### config.mk
export PLATFORM = sky130hd
export DESIGN_NAME = sorted_priority_queue
export DESIGN_NICKNAME = d
export VERILOG_FILES = /design/src/hdl/spq_pkg.sv /design/src/hdl/spq_cell.sv /design/src/hdl/sorted_priority_queue.sv
export VERILOG_INCLUDE_DIRS = /design/src /design/src/hdl
export SDC_FILE = /design/constraint.sdc
export NUM_CORES = 2
export LEC_CHECK = 0
export BUFFER_PORTS_ARGS = -buffer_cell sky130_fd_sc_hd__buf_2
export CAP_MARGIN = 5
export CORE_UTILIZATION = 40
export CTS_BUF_LIST = sky130_fd_sc_hd__clkbuf_16
export DETAILED_ROUTE_END_ITERATION = 10
export PLACE_DENSITY_LB_ADDON = 0.05
export SETUP_SLACK_MARGIN = 0.3
export SLEW_MARGIN = 0
export SYNTH_ARGS = -nofsm -noshare
export SYNTH_HDL_FRONTEND = slang
export SYNTH_SLANG_ARGS = --single-unit
### constraint.sdc
create_clock -name aclk -period 10.3 [get_ports aclk]
set_input_delay 2.06 -clock aclk [delete_from_list [all_inputs] [get_ports aclk]]
set_output_delay 2.06 -clock aclk [all_outputs]
set_load 0.03 [all_outputs]
### src/hdl/sorted_priority_queue_defines.svh
// Assertion macros for the sorted priority queue.
// SPQ_ASSERT_NOW:  antecedent and consequent in the same cycle.
// SPQ_ASSERT_NEXT: consequent in the cycle after the antecedent.
`ifndef SORTED_PRIORITY_QUEUE_DEFINES_SVH
`define SORTED_PRIORITY_QUEUE_DEFINES_SVH

`ifndef SYNTHESIS
`define SPQ_ASSERT_NOW(label, clk, rstn, ante, cons) \
    label: assert property (@(posedge clk) disable iff (!rstn) (ante) |-> (cons)) \
        else $error("sorted_priority_queue: check failed");
`define SPQ_ASSERT_NEXT(label, clk, rstn, ante, cons) \
    label: assert property (@(posedge clk) disable iff (!rstn) (ante) |=> (cons)) \
        else $error("sorted_priority_queue: check failed");
`else
`define SPQ_ASSERT_NOW(label, clk, rstn, ante, cons)
`define SPQ_ASSERT_NEXT(label, clk, rstn, ante, cons)
`endif

`endif

### src/hdl/spq_pkg.sv
package spq_pkg;

    localparam int DEPTH_DEFAULT = 16;
    localparam int DATA_W        = 32;
    localparam int COUNT_OUT_W   = 5;

    localparam logic CMD_ENQ = 1'b0;
    localparam logic CMD_DEQ = 1'b1;

    typedef enum logic [1:0] {
        STAT_DONE  = 2'd0,
        STAT_FULL  = 2'd1,
        STAT_EMPTY = 2'd2
    } spq_status_t;

    // Broadcast to every cell: what happens this cycle
    typedef struct packed {
        logic              enq;
        logic              deq;
        logic [DATA_W-1:0] ent_val;
        logic [DATA_W-1:0] ent_pri;
    } spq_op_t;

    // What a cell shows its neighbors
    typedef struct packed {
        logic              le;
        logic [DATA_W-1:0] val;
        logic [DATA_W-1:0] pri;
    } spq_link_t;

endpackage

### src/hdl/spq_cell.sv
module spq_cell (
    input  logic              aclk,
    input  spq_pkg::spq_op_t  op,
    input  logic              valid,
    input  spq_pkg::spq_link_t prev,
    input  spq_pkg::spq_link_t next,
    output spq_pkg::spq_link_t link
);

    logic [spq_pkg::DATA_W-1:0] val_reg, val_next;
    logic [spq_pkg::DATA_W-1:0] pri_reg, pri_next;
    logic                       le;

    // Entry stays put when it sorts at or before the new one (keeps arrival order)
    assign le = valid && ($signed(pri_reg) <= $signed(op.ent_pri));

    always_comb begin
        val_next = val_reg;
        pri_next = pri_reg;
        if (op.enq && !le) begin
            if (prev.le) begin
                val_next = op.ent_val;
                pri_next = op.ent_pri;
            end else begin
                val_next = prev.val;
                pri_next = prev.pri;
            end
        end else if (op.deq) begin
            val_next = next.val;
            pri_next = next.pri;
        end
    end

    always_ff @(posedge aclk) begin
        val_reg <= val_next;
        pri_reg <= pri_next;
    end

    assign link.le  = le;
    assign link.val = val_reg;
    assign link.pri = pri_reg;

endmodule

### src/hdl/sorted_priority_queue.sv
// Channel   Dir  Payload                                      Handshake
// s_axis    in   tuser: cmd; tdata: entry_value, entry_priority  tvalid/tready
// m_axis    out  tdata: status, head/tail value, count, empty    tvalid/tready
//
// One transaction per cycle while s_axis_tready is high: every cell compares
// its priority with the new entry and shifts or holds in the same cycle, so the
// insert or remove takes effect at acceptance; the result appears on m_axis the cycle after acceptance.
// Reset (aresetn low, synchronous) clears the fill count and the result valid;
// slot contents are not cleared and are not read until written.
// s_axis_tready is low only while a result is held and m_axis_tready is low.
`include "sorted_priority_queue_defines.svh"

module sorted_priority_queue #(
    parameter int DEPTH = spq_pkg::DEPTH_DEFAULT
) (
    input  logic        aclk,
    input  logic        aresetn,
    input  logic        s_axis_tvalid,
    output logic        s_axis_tready,
    input  logic [63:0] s_axis_tdata,  // [31:0] entry_value, [63:32] entry_priority
    input  logic [0:0]  s_axis_tuser,  // [0] cmd
    output logic        m_axis_tvalid,
    input  logic        m_axis_tready,
    output logic [71:0] m_axis_tdata  // [1:0] status, [33:2] head_value,
                                      // [65:34] tail_value, [70:66] entry_count,
                                      // [71] is_empty
);

    localparam int CNT_W = $clog2(DEPTH + 1);
    localparam int DW    = spq_pkg::DATA_W;

    logic [CNT_W-1:0]  count_reg, count_next;
    logic [DW-1:0]     tail_reg, tail_next;
    logic              m_valid_reg;
    spq_pkg::spq_status_t res_status_reg, status_next;
    logic [DW-1:0]     res_head_reg, res_tail_reg, head_next;
    logic [CNT_W-1:0]  res_count_reg;
    logic              res_empty_reg;

    logic              s_acc;
    logic              full, empty;
    logic              is_enq;
    spq_pkg::spq_op_t  op;
    spq_pkg::spq_link_t link [DEPTH];
    spq_pkg::spq_link_t tie_first, tie_last;
    logic [DEPTH-1:0]  valid_vec, le_vec;
    logic              ins_at_end;
    logic [DW-1:0]     second_val;

    assign s_axis_tready = !m_valid_reg || m_axis_tready;
    assign s_acc         = s_axis_tvalid && s_axis_tready;
    assign full          = (count_reg == CNT_W'(DEPTH));
    assign empty         = (count_reg == '0);
    assign is_enq        = (s_axis_tuser[0] == spq_pkg::CMD_ENQ);

    assign op.enq     = s_acc && is_enq && !full;
    assign op.deq     = s_acc && !is_enq && !empty;
    assign op.ent_val = s_axis_tdata[31:0];
    assign op.ent_pri = s_axis_tdata[63:32];

    assign tie_first = '{le: 1'b1, val: '0, pri: '0};
    assign tie_last  = '{le: 1'b0, val: '0, pri: '0};

    genvar gi;
    generate
        for (gi = 0; gi < DEPTH; gi++) begin : g_cell
            spq_pkg::spq_link_t prev_l, next_l;
            assign valid_vec[gi] = (CNT_W'(gi) < count_reg);
            assign le_vec[gi]    = link[gi].le;
            if (gi == 0) begin : g_first
                assign prev_l = tie_first;
            end else begin : g_mid_p
                assign prev_l = link[gi-1];
            end
            if (gi == DEPTH - 1) begin : g_last
                assign next_l = tie_last;
            end else begin : g_mid_n
                assign next_l = link[gi+1];
            end
            spq_cell u_cell (
                .aclk  (aclk),
                .op    (op),
                .valid (valid_vec[gi]),
                .prev  (prev_l),
                .next  (next_l),
                .link  (link[gi])
            );
        end
        if (DEPTH > 1) begin : g_second
            assign second_val = link[1].val;
        end else begin : g_no_second
            assign second_val = '0;
        end
    endgenerate

    // New entry lands at the tail when every held entry sorts at or before it
    assign ins_at_end = ~|(valid_vec & ~le_vec);

    always_comb begin
        count_next  = count_reg;
        tail_next   = tail_reg;
        head_next   = link[0].val;
        status_next = spq_pkg::STAT_DONE;
        priority if (op.enq) begin
            count_next = count_reg + CNT_W'(1);
            if (ins_at_end) begin
                tail_next = op.ent_val;
            end
            if (!link[0].le) begin
                head_next = op.ent_val;
            end
        end else if (op.deq) begin
            count_next = count_reg - CNT_W'(1);
            head_next  = second_val;
        end else if (is_enq) begin
            status_next = spq_pkg::STAT_FULL;
        end else begin
            status_next = spq_pkg::STAT_EMPTY;
        end
    end

    always_ff @(posedge aclk) begin
        if (!aresetn) begin
            count_reg   <= '0;
            m_valid_reg <= 1'b0;
        end else begin
            if (s_acc) begin
                count_reg   <= count_next;
                m_valid_reg <= 1'b1;
            end else if (m_axis_tready) begin
                m_valid_reg <= 1'b0;
            end
        end
    end

    always_ff @(posedge aclk) begin
        if (s_acc) begin
            tail_reg       <= tail_next;
            res_status_reg <= status_next;
            res_count_reg  <= count_next;
            res_empty_reg  <= (count_next == '0);
            res_head_reg   <= (count_next == '0) ? '0 : head_next;
            res_tail_reg   <= (count_next == '0) ? '0 : tail_next;
        end
    end

    assign m_axis_tvalid = m_valid_reg;
    assign m_axis_tdata  = {res_empty_reg,
                            spq_pkg::COUNT_OUT_W'(res_count_reg),
                            res_tail_reg,
                            res_head_reg,
                            res_status_reg};

    `SPQ_ASSERT_NOW(a_count_range, aclk, aresetn, 1'b1, count_reg <= CNT_W'(DEPTH))
    `SPQ_ASSERT_NEXT(a_enq_grows, aclk, aresetn, op.enq, count_reg == $past(count_reg) + CNT_W'(1))
    `SPQ_ASSERT_NEXT(a_deq_shrinks, aclk, aresetn, op.deq, count_reg == $past(count_reg) - CNT_W'(1))
    `SPQ_ASSERT_NOW(a_empty_flag, aclk, aresetn, m_valid_reg, res_empty_reg == (res_count_reg == '0))
    `SPQ_ASSERT_NOW(a_empty_zero, aclk, aresetn, m_valid_reg && res_empty_reg, res_head_reg == '0 && res_tail_reg == '0)

endmodule

Word level (Yosys, flattened, before mapping)
Index checks and enable logic that the tools add are counted.

operators by class
  add/subtract/negate cells = 2
  magnitude comparators = 32
  eq/ne operators = 1
  multiplexer cells = 102
  bitwise gates (word level) = 3
  reduce and logical (&&, ||, !) cells = 78

operator list
  cell                 number
  $mux 32              97
  $le 32x32->1         16
  $lt 4x5->1 const A   8
  $logic_and 1x1->1    37
  $reduce_bool 2->1    17
  $lt 3x5->1 const A   4
  $logic_not 1->1      19
  $and 16x16->16       1
  $not 16->16          1
  $reduce_or 16->1     1
  $logic_not 5->1      2
  $lt 1x5->1 const A   2
  $lt 2x5->1 const A   2
  $mux 5               2
  $add 5x1->5 const B  1
  $eq 5x5->1 const B   1
  $sub 5x1->5 const B  1
  $mux 1               2
  $mux 2               1
  $reduce_or 2->1      1
  $logic_or 1x1->1     1
  $not 1->1            1

storage, ports and cells
  bits in registers = 1134
  input bits = 69
  output and inout bits = 74
  logic and storage cells = 258

Depth between registers and ports, before layout
  depth after elaboration = 8
  depth in mapped cells = 16
  mapped depth without buffers = 12

Cells and area by module
Synthesis repeated with hierarchy kept, for this count alone.

second synthesis, totals
  cell total of the unflattened synthesis = 5786
  area, all modules = 77556.9 um^2

by module, submodules not included
  module                           times used  cells each  area each (um^2)  seq. area each (um^2)
  spq_cell (g_cell[0].u_cell ...)  13          331         4520.6            1921.8
  spq_cell (g_cell[7].u_cell ...)  3           331         4514.3            1921.8
  sorted_priority_queue            1           490         5246.3            3243.1

Worst setup path before layout
OpenSTA, ideal clock, no wires.

  path type = input -> register
  start = input port s_axis_tdata[57]
  end = register g_cell[10].u_cell.pri_reg[0] in the netlist's numbering, enable pin
  setup time = 575 ps
  arrival time = 9471 ps
  data required time = 9725 ps
  setup slack = 254 ps
  cell stages on the path = 14
  buffers on the path = 4
  cells stage by stage = inv_1 clkbuf_1 ha_1 a21o_1 a221o_1 a21oi_1 o211ai_1 a211oi_1 xnor2_1 o21a_1 clkbuf_1 buf_2 buf_1 o21ai_0

between the ends
  word-level cells in the longest chain between the ends = 5

RTL lines
  what                                line                         text
  start, declared                     sorted_priority_queue.sv:20  input logic [63:0] s_axis_tdata,
  $le 32x32->1                        spq_cell.sv:15               assign le = valid && ($signed(pri_reg) <= $signed(op.ent_pri));
  $logic_and 1x1->1                   spq_cell.sv:15
  $logic_not 1->1                     spq_cell.sv:20               if (op.enq && !le) begin
  $logic_and 1x1->1                   spq_cell.sv:20
  $reduce_bool 2->1 (no source line)  -
  end signal, assigned                spq_cell.sv:36               pri_reg <= pri_next;
  end, declared                       spq_cell.sv:11               logic [spq_pkg::DATA_W-1:0] pri_reg, pri_next;

Every way passes these cells.
A chain may end at the register's enable or synchronous reset.

Worst setup path in the final report
  start = input port s_axis_tdata[38]
  end = register tail_reg[20] (data pin)

between the ends
  word-level cells in the longest chain between the ends = 7
  elaborated cells on any way between the ends = 37
  classes of those cells = 16 x order compare; 2 x mux; 2 x bitwise; 17 x reduce/logical

RTL lines
  what                  line                          text
  $le 32x32->1          spq_cell.sv:15
  $logic_and 1x1->1     spq_cell.sv:15
  $not 16->16 (*)       sorted_priority_queue.sv:97   assign ins_at_end = ~|(valid_vec & ~le_vec);
  $and 16x16->16 (*)    sorted_priority_queue.sv:97
  $reduce_or 16->1 (*)  sorted_priority_queue.sv:97
  $mux 32 (*)           sorted_priority_queue.sv:106  if (ins_at_end) begin
  $mux 32 (*)           sorted_priority_queue.sv:104  priority if (op.enq) begin
  net tail_next[20]     sorted_priority_queue.sv:33   logic [DW-1:0] tail_reg, tail_next;
  end signal, assigned  sorted_priority_queue.sv:138  tail_reg <= tail_next;
  end, declared         sorted_priority_queue.sv:33

Mark *: on every way through the listed nets, which the timed path passes. The rest lies on a longest branch.

==> flow_summary_export.csv <==
group,metric,value,unit
status,outcome,"finished clean",
cts,clock_latency,0.80,ns
sta,rsz0062_at_grt,"no",
sta,period_share,72.21,%
route,avgRoutedWirePerCell,28.45,um
logic_synthesis,synthTopCellsByArea,"edfxtp_1, mux2i_1, ha_1, a21oi_1, nor2_1",
setup_path,crit_start,"s_axis_tdata[38]",
run,drv_cap,0,
placement,dpl.cell_count,8524,
placement,place.gp.congestion,0.9781,
pwr,ir_drop,245.9,uV
route,antenna_left,0,
pwr,p_leak,29.94,nW
logic_synthesis,syn_nets,7139,
die,dieArea,0.1703,mm^2
pwr,power,14.64,mW
cells_and_area,fin_nets,7048,
route,drt_iter0_markers,5401,
sta,max_freq,134.4,MHz
route,drcViolationCount,0,
cells_and_area,finalInstanceArea,0.07466,mm^2
global_routing,grt_pass1_wl,356.9,mm
min_path,holdCritStartpoint,"g_cell[15].u_cell.val_reg[22]",
logic_synthesis,postSynthCellCount,6555,
setup_path,critPathKind,"in -> reg",
global_routing,overflow,0,
cts,cts_hold_buf,0,
cells_and_area,stdcell_count,8792,
cts,root_buffer,"clkbuf_16",
logic_synthesis,synth.distinct_cells,74,
logic_synthesis,synth_area,0.06746,mm^2
setup_path,slowest_delay,0.96,ns
setup_path,crit_path_top_delay_cell,"o41ai_1",
logic_synthesis,synth.yosys.seq_area_share,49.92,%
setup_path,cp-end-kind,"register",
sta,post-route-min-period,7.438,ns
cts,cts_tree,"yes",
route,vias,52430,
cts,clkSinkCount,1134,
setup_path,start_kind,"input port",
sta,finClkSkew,0.02628,ns
logic_synthesis,ys_ff_latch,1134,
placement,dpl.hpwl,164.4,mm
die,core.rowCount,150,
die,core,0.1672,mm^2
cts,htreeDepth,4,
cells_and_area,drive_above_1_share,8.236,%
route,first_pass_iters,6,
sta,final_hold_viol_count,0,
setup_path,cp.required,10.84,ns
logic_synthesis,postSynthAreaPerCell,10.29,um^2
sta,fin_setup_tns,0,ns
route,finalWirelength,250.1,mm
global_routing,first_global_vias,50005,
logic_synthesis,synth-async-reset-ratio,0,%
cts,cts_setup_buffers,0,
setup_path,reg2reg_from,"count_reg[1]",
cts,clockBufferDepth,3,
logic_synthesis,synth.most_common_cell,"a21oi_1",
setup_path,cp_max_fo,21,
min_path,hold_class,"reg -> reg",
route,viasPerCell,5.963,
global_routing,globalRouteTotalUtil,28.87,%
logic_synthesis,synth_commonest_cells,"a21oi_1, edfxtp_1, nor2_1",
die,die_x,412.7,um
setup_path,r2r_setup_slack,4.36,ns
logic_synthesis,ys_warn_count,0,
sta,setup_viol,0,
die,die_height,412.7,um
placement,port_buffers,142,
global_routing,grt_max_degree,129,
setup_path,cp.arrival,7.97,ns
die,start_util,40.34,%
cts,cts_buffers,141,
logic_synthesis,synth_top_area_cell,"edfxtp_1",
logic_synthesis,synth_edf_count,1096,
cts,cts_resized,0,
sta,slew_viol_final,0,
setup_path,crit_path_frequent_cell,"nand2_1",
cts,clk_pin_slew_worst_paths,0.06,ns
logic_synthesis,synth_top_flop_cell,"edfxtp_1",
die,ios,143,
sta,slew_headroom,4.066,%
placement,placed_area,0.07031,mm^2
cells_and_area,syn_to_final_growth,10.68,%
pwr,power_density,196.1,mW/mm^2
setup_path,worstPathCellList,"buf_2, inv_1, ha_1, nand2_1, nor4_1, nand2_1, o41ai_1, mux2i_1, o22ai_1, and4bb_1, nand4_4, buf_4, mux2_4",
logic_synthesis,synth_top_area_share,48.79,%
global_routing,antenna_found_initial,16,
sta,max_slew.worst_pin.slew,1.426,ns
through the flow:
| stage | hold WS [ns] | worst slack [ns] | utilization [%] |
|---|---|---|---|
| 5_1_grt | 0.5390 | 2.893 | 44.64 |
| 3_5_place_dp | 0.5121 | 1.893 | 42.05 |
| 6_report | 0.5257 | 2.862 | 44.65 |
| 3_3_place_gp | 0.5001 | 1.942 | 42.04 |
| 4_1_cts | 0.5299 | 2.746 | 44.63 |
| 2_1_floorplan | 0.4963 | 1.988 | - |
layout make-up:
cell class,count,area [um^2]
Clock inverter,113,645.6
Antenna cell,7,17.52
Tap cell,2204,2758
Multi-Input combinational cell,4860,31940
Timing Repair Buffer,254,1677
Clock buffer,147,3679
Inverter,73,279.0
Fill cell,16005,92560
Sequential cell,1134,33670
placed cells by master (no fill, tap or decap), types with 13 or more instances in the layout:
cell type / netlist / layout
ha_1: 515 / 515
mux2_4: 30 / 30
clkinv_1: 0 / 34
o211ai_1: 20 / 20
nand3_1: 41 / 41
mux2i_1: 746 / 746
clkinv_2: 0 / 27
nor2b_1: 32 / 31
nand2_1: 378 / 369
buf_2: 35 / 142
nor3_1: 16 / 16
o21a_1: 14 / 13
dfxtp_1: 38 / 38
nand4_1: 106 / 106
buf_4: 2 / 101
a211oi_1: 49 / 49
clkbuf_16: 0 / 147
o21ai_0: 414 / 412
nor2_1: 1059 / 1058
a21o_1: 100 / 100
nor4_1: 18 / 15
a21oi_1: 1150 / 1143
inv_1: 73 / 109
edfxtp_1: 1096 / 1096
worst paths after layout:
path                                                 endpoint  cells after the start
worst max register to register               res_head_reg[20]                     10
worst min-delay path            g_cell[14].u_cell.val_reg[22]                      2
worst max-delay path                             tail_reg[20]                     13
worst min register to register  g_cell[14].u_cell.val_reg[22]                      2
power by group:
| part | internal (mW) | total (mW) | leakage, nW | switching, mW |
|---|---|---|---|---|
| clock network | 2.64 | 4.74 | 2.28 | 2.11 |
| logic | 1.14 | 3.47 | 17.0 | 2.33 |
| registers | 5.99 | 6.43 | 10.7 | 0.444 |
| total | 9.76 | 14.6 | 29.9 | 4.88 |
worst max-delay path, delay by kind of cell:
kind | cells | cell delay [ns]
and+or+nand+nor | 5 | 2.27
buffers and inverters | 3 | 1.22
AOI/OAI and AO/OA | 2 | 1.21
muxes | 2 | 0.67
adders and majority gates | 1 | 0.50
routing by layer:
layer | share of wire [%] | routed length, um | vias to the layer above | GRT usage (%)
li1 | - | - | 24048 | -
met1 | 45 | 112800 | 26031 | 41.04
met2 | 44 | 109700 | 1975 | 44.11
met3 | 7.5 | 18780 | 374 | 4.944
met4 | 3.5 | 8841 | 2 | 10.06
met5 | 0.0052 | 13 | - | 0
kinds of logic (layout without fill, tap and decap cells):
logic type	after synthesis	after routing	share of synthesized area, %
compound gates	1822	1822	14.59
simple gates	1739	1739	10.81
flops	1134	1134	49.92
mux	779	779	11.79
buf+inv	561	587	3.281
fa+ha+maj	515	515	9.552
xor+xnor	5	5	0.06491
other cells	0	7	0
Power figures use the tool's default switching activity.
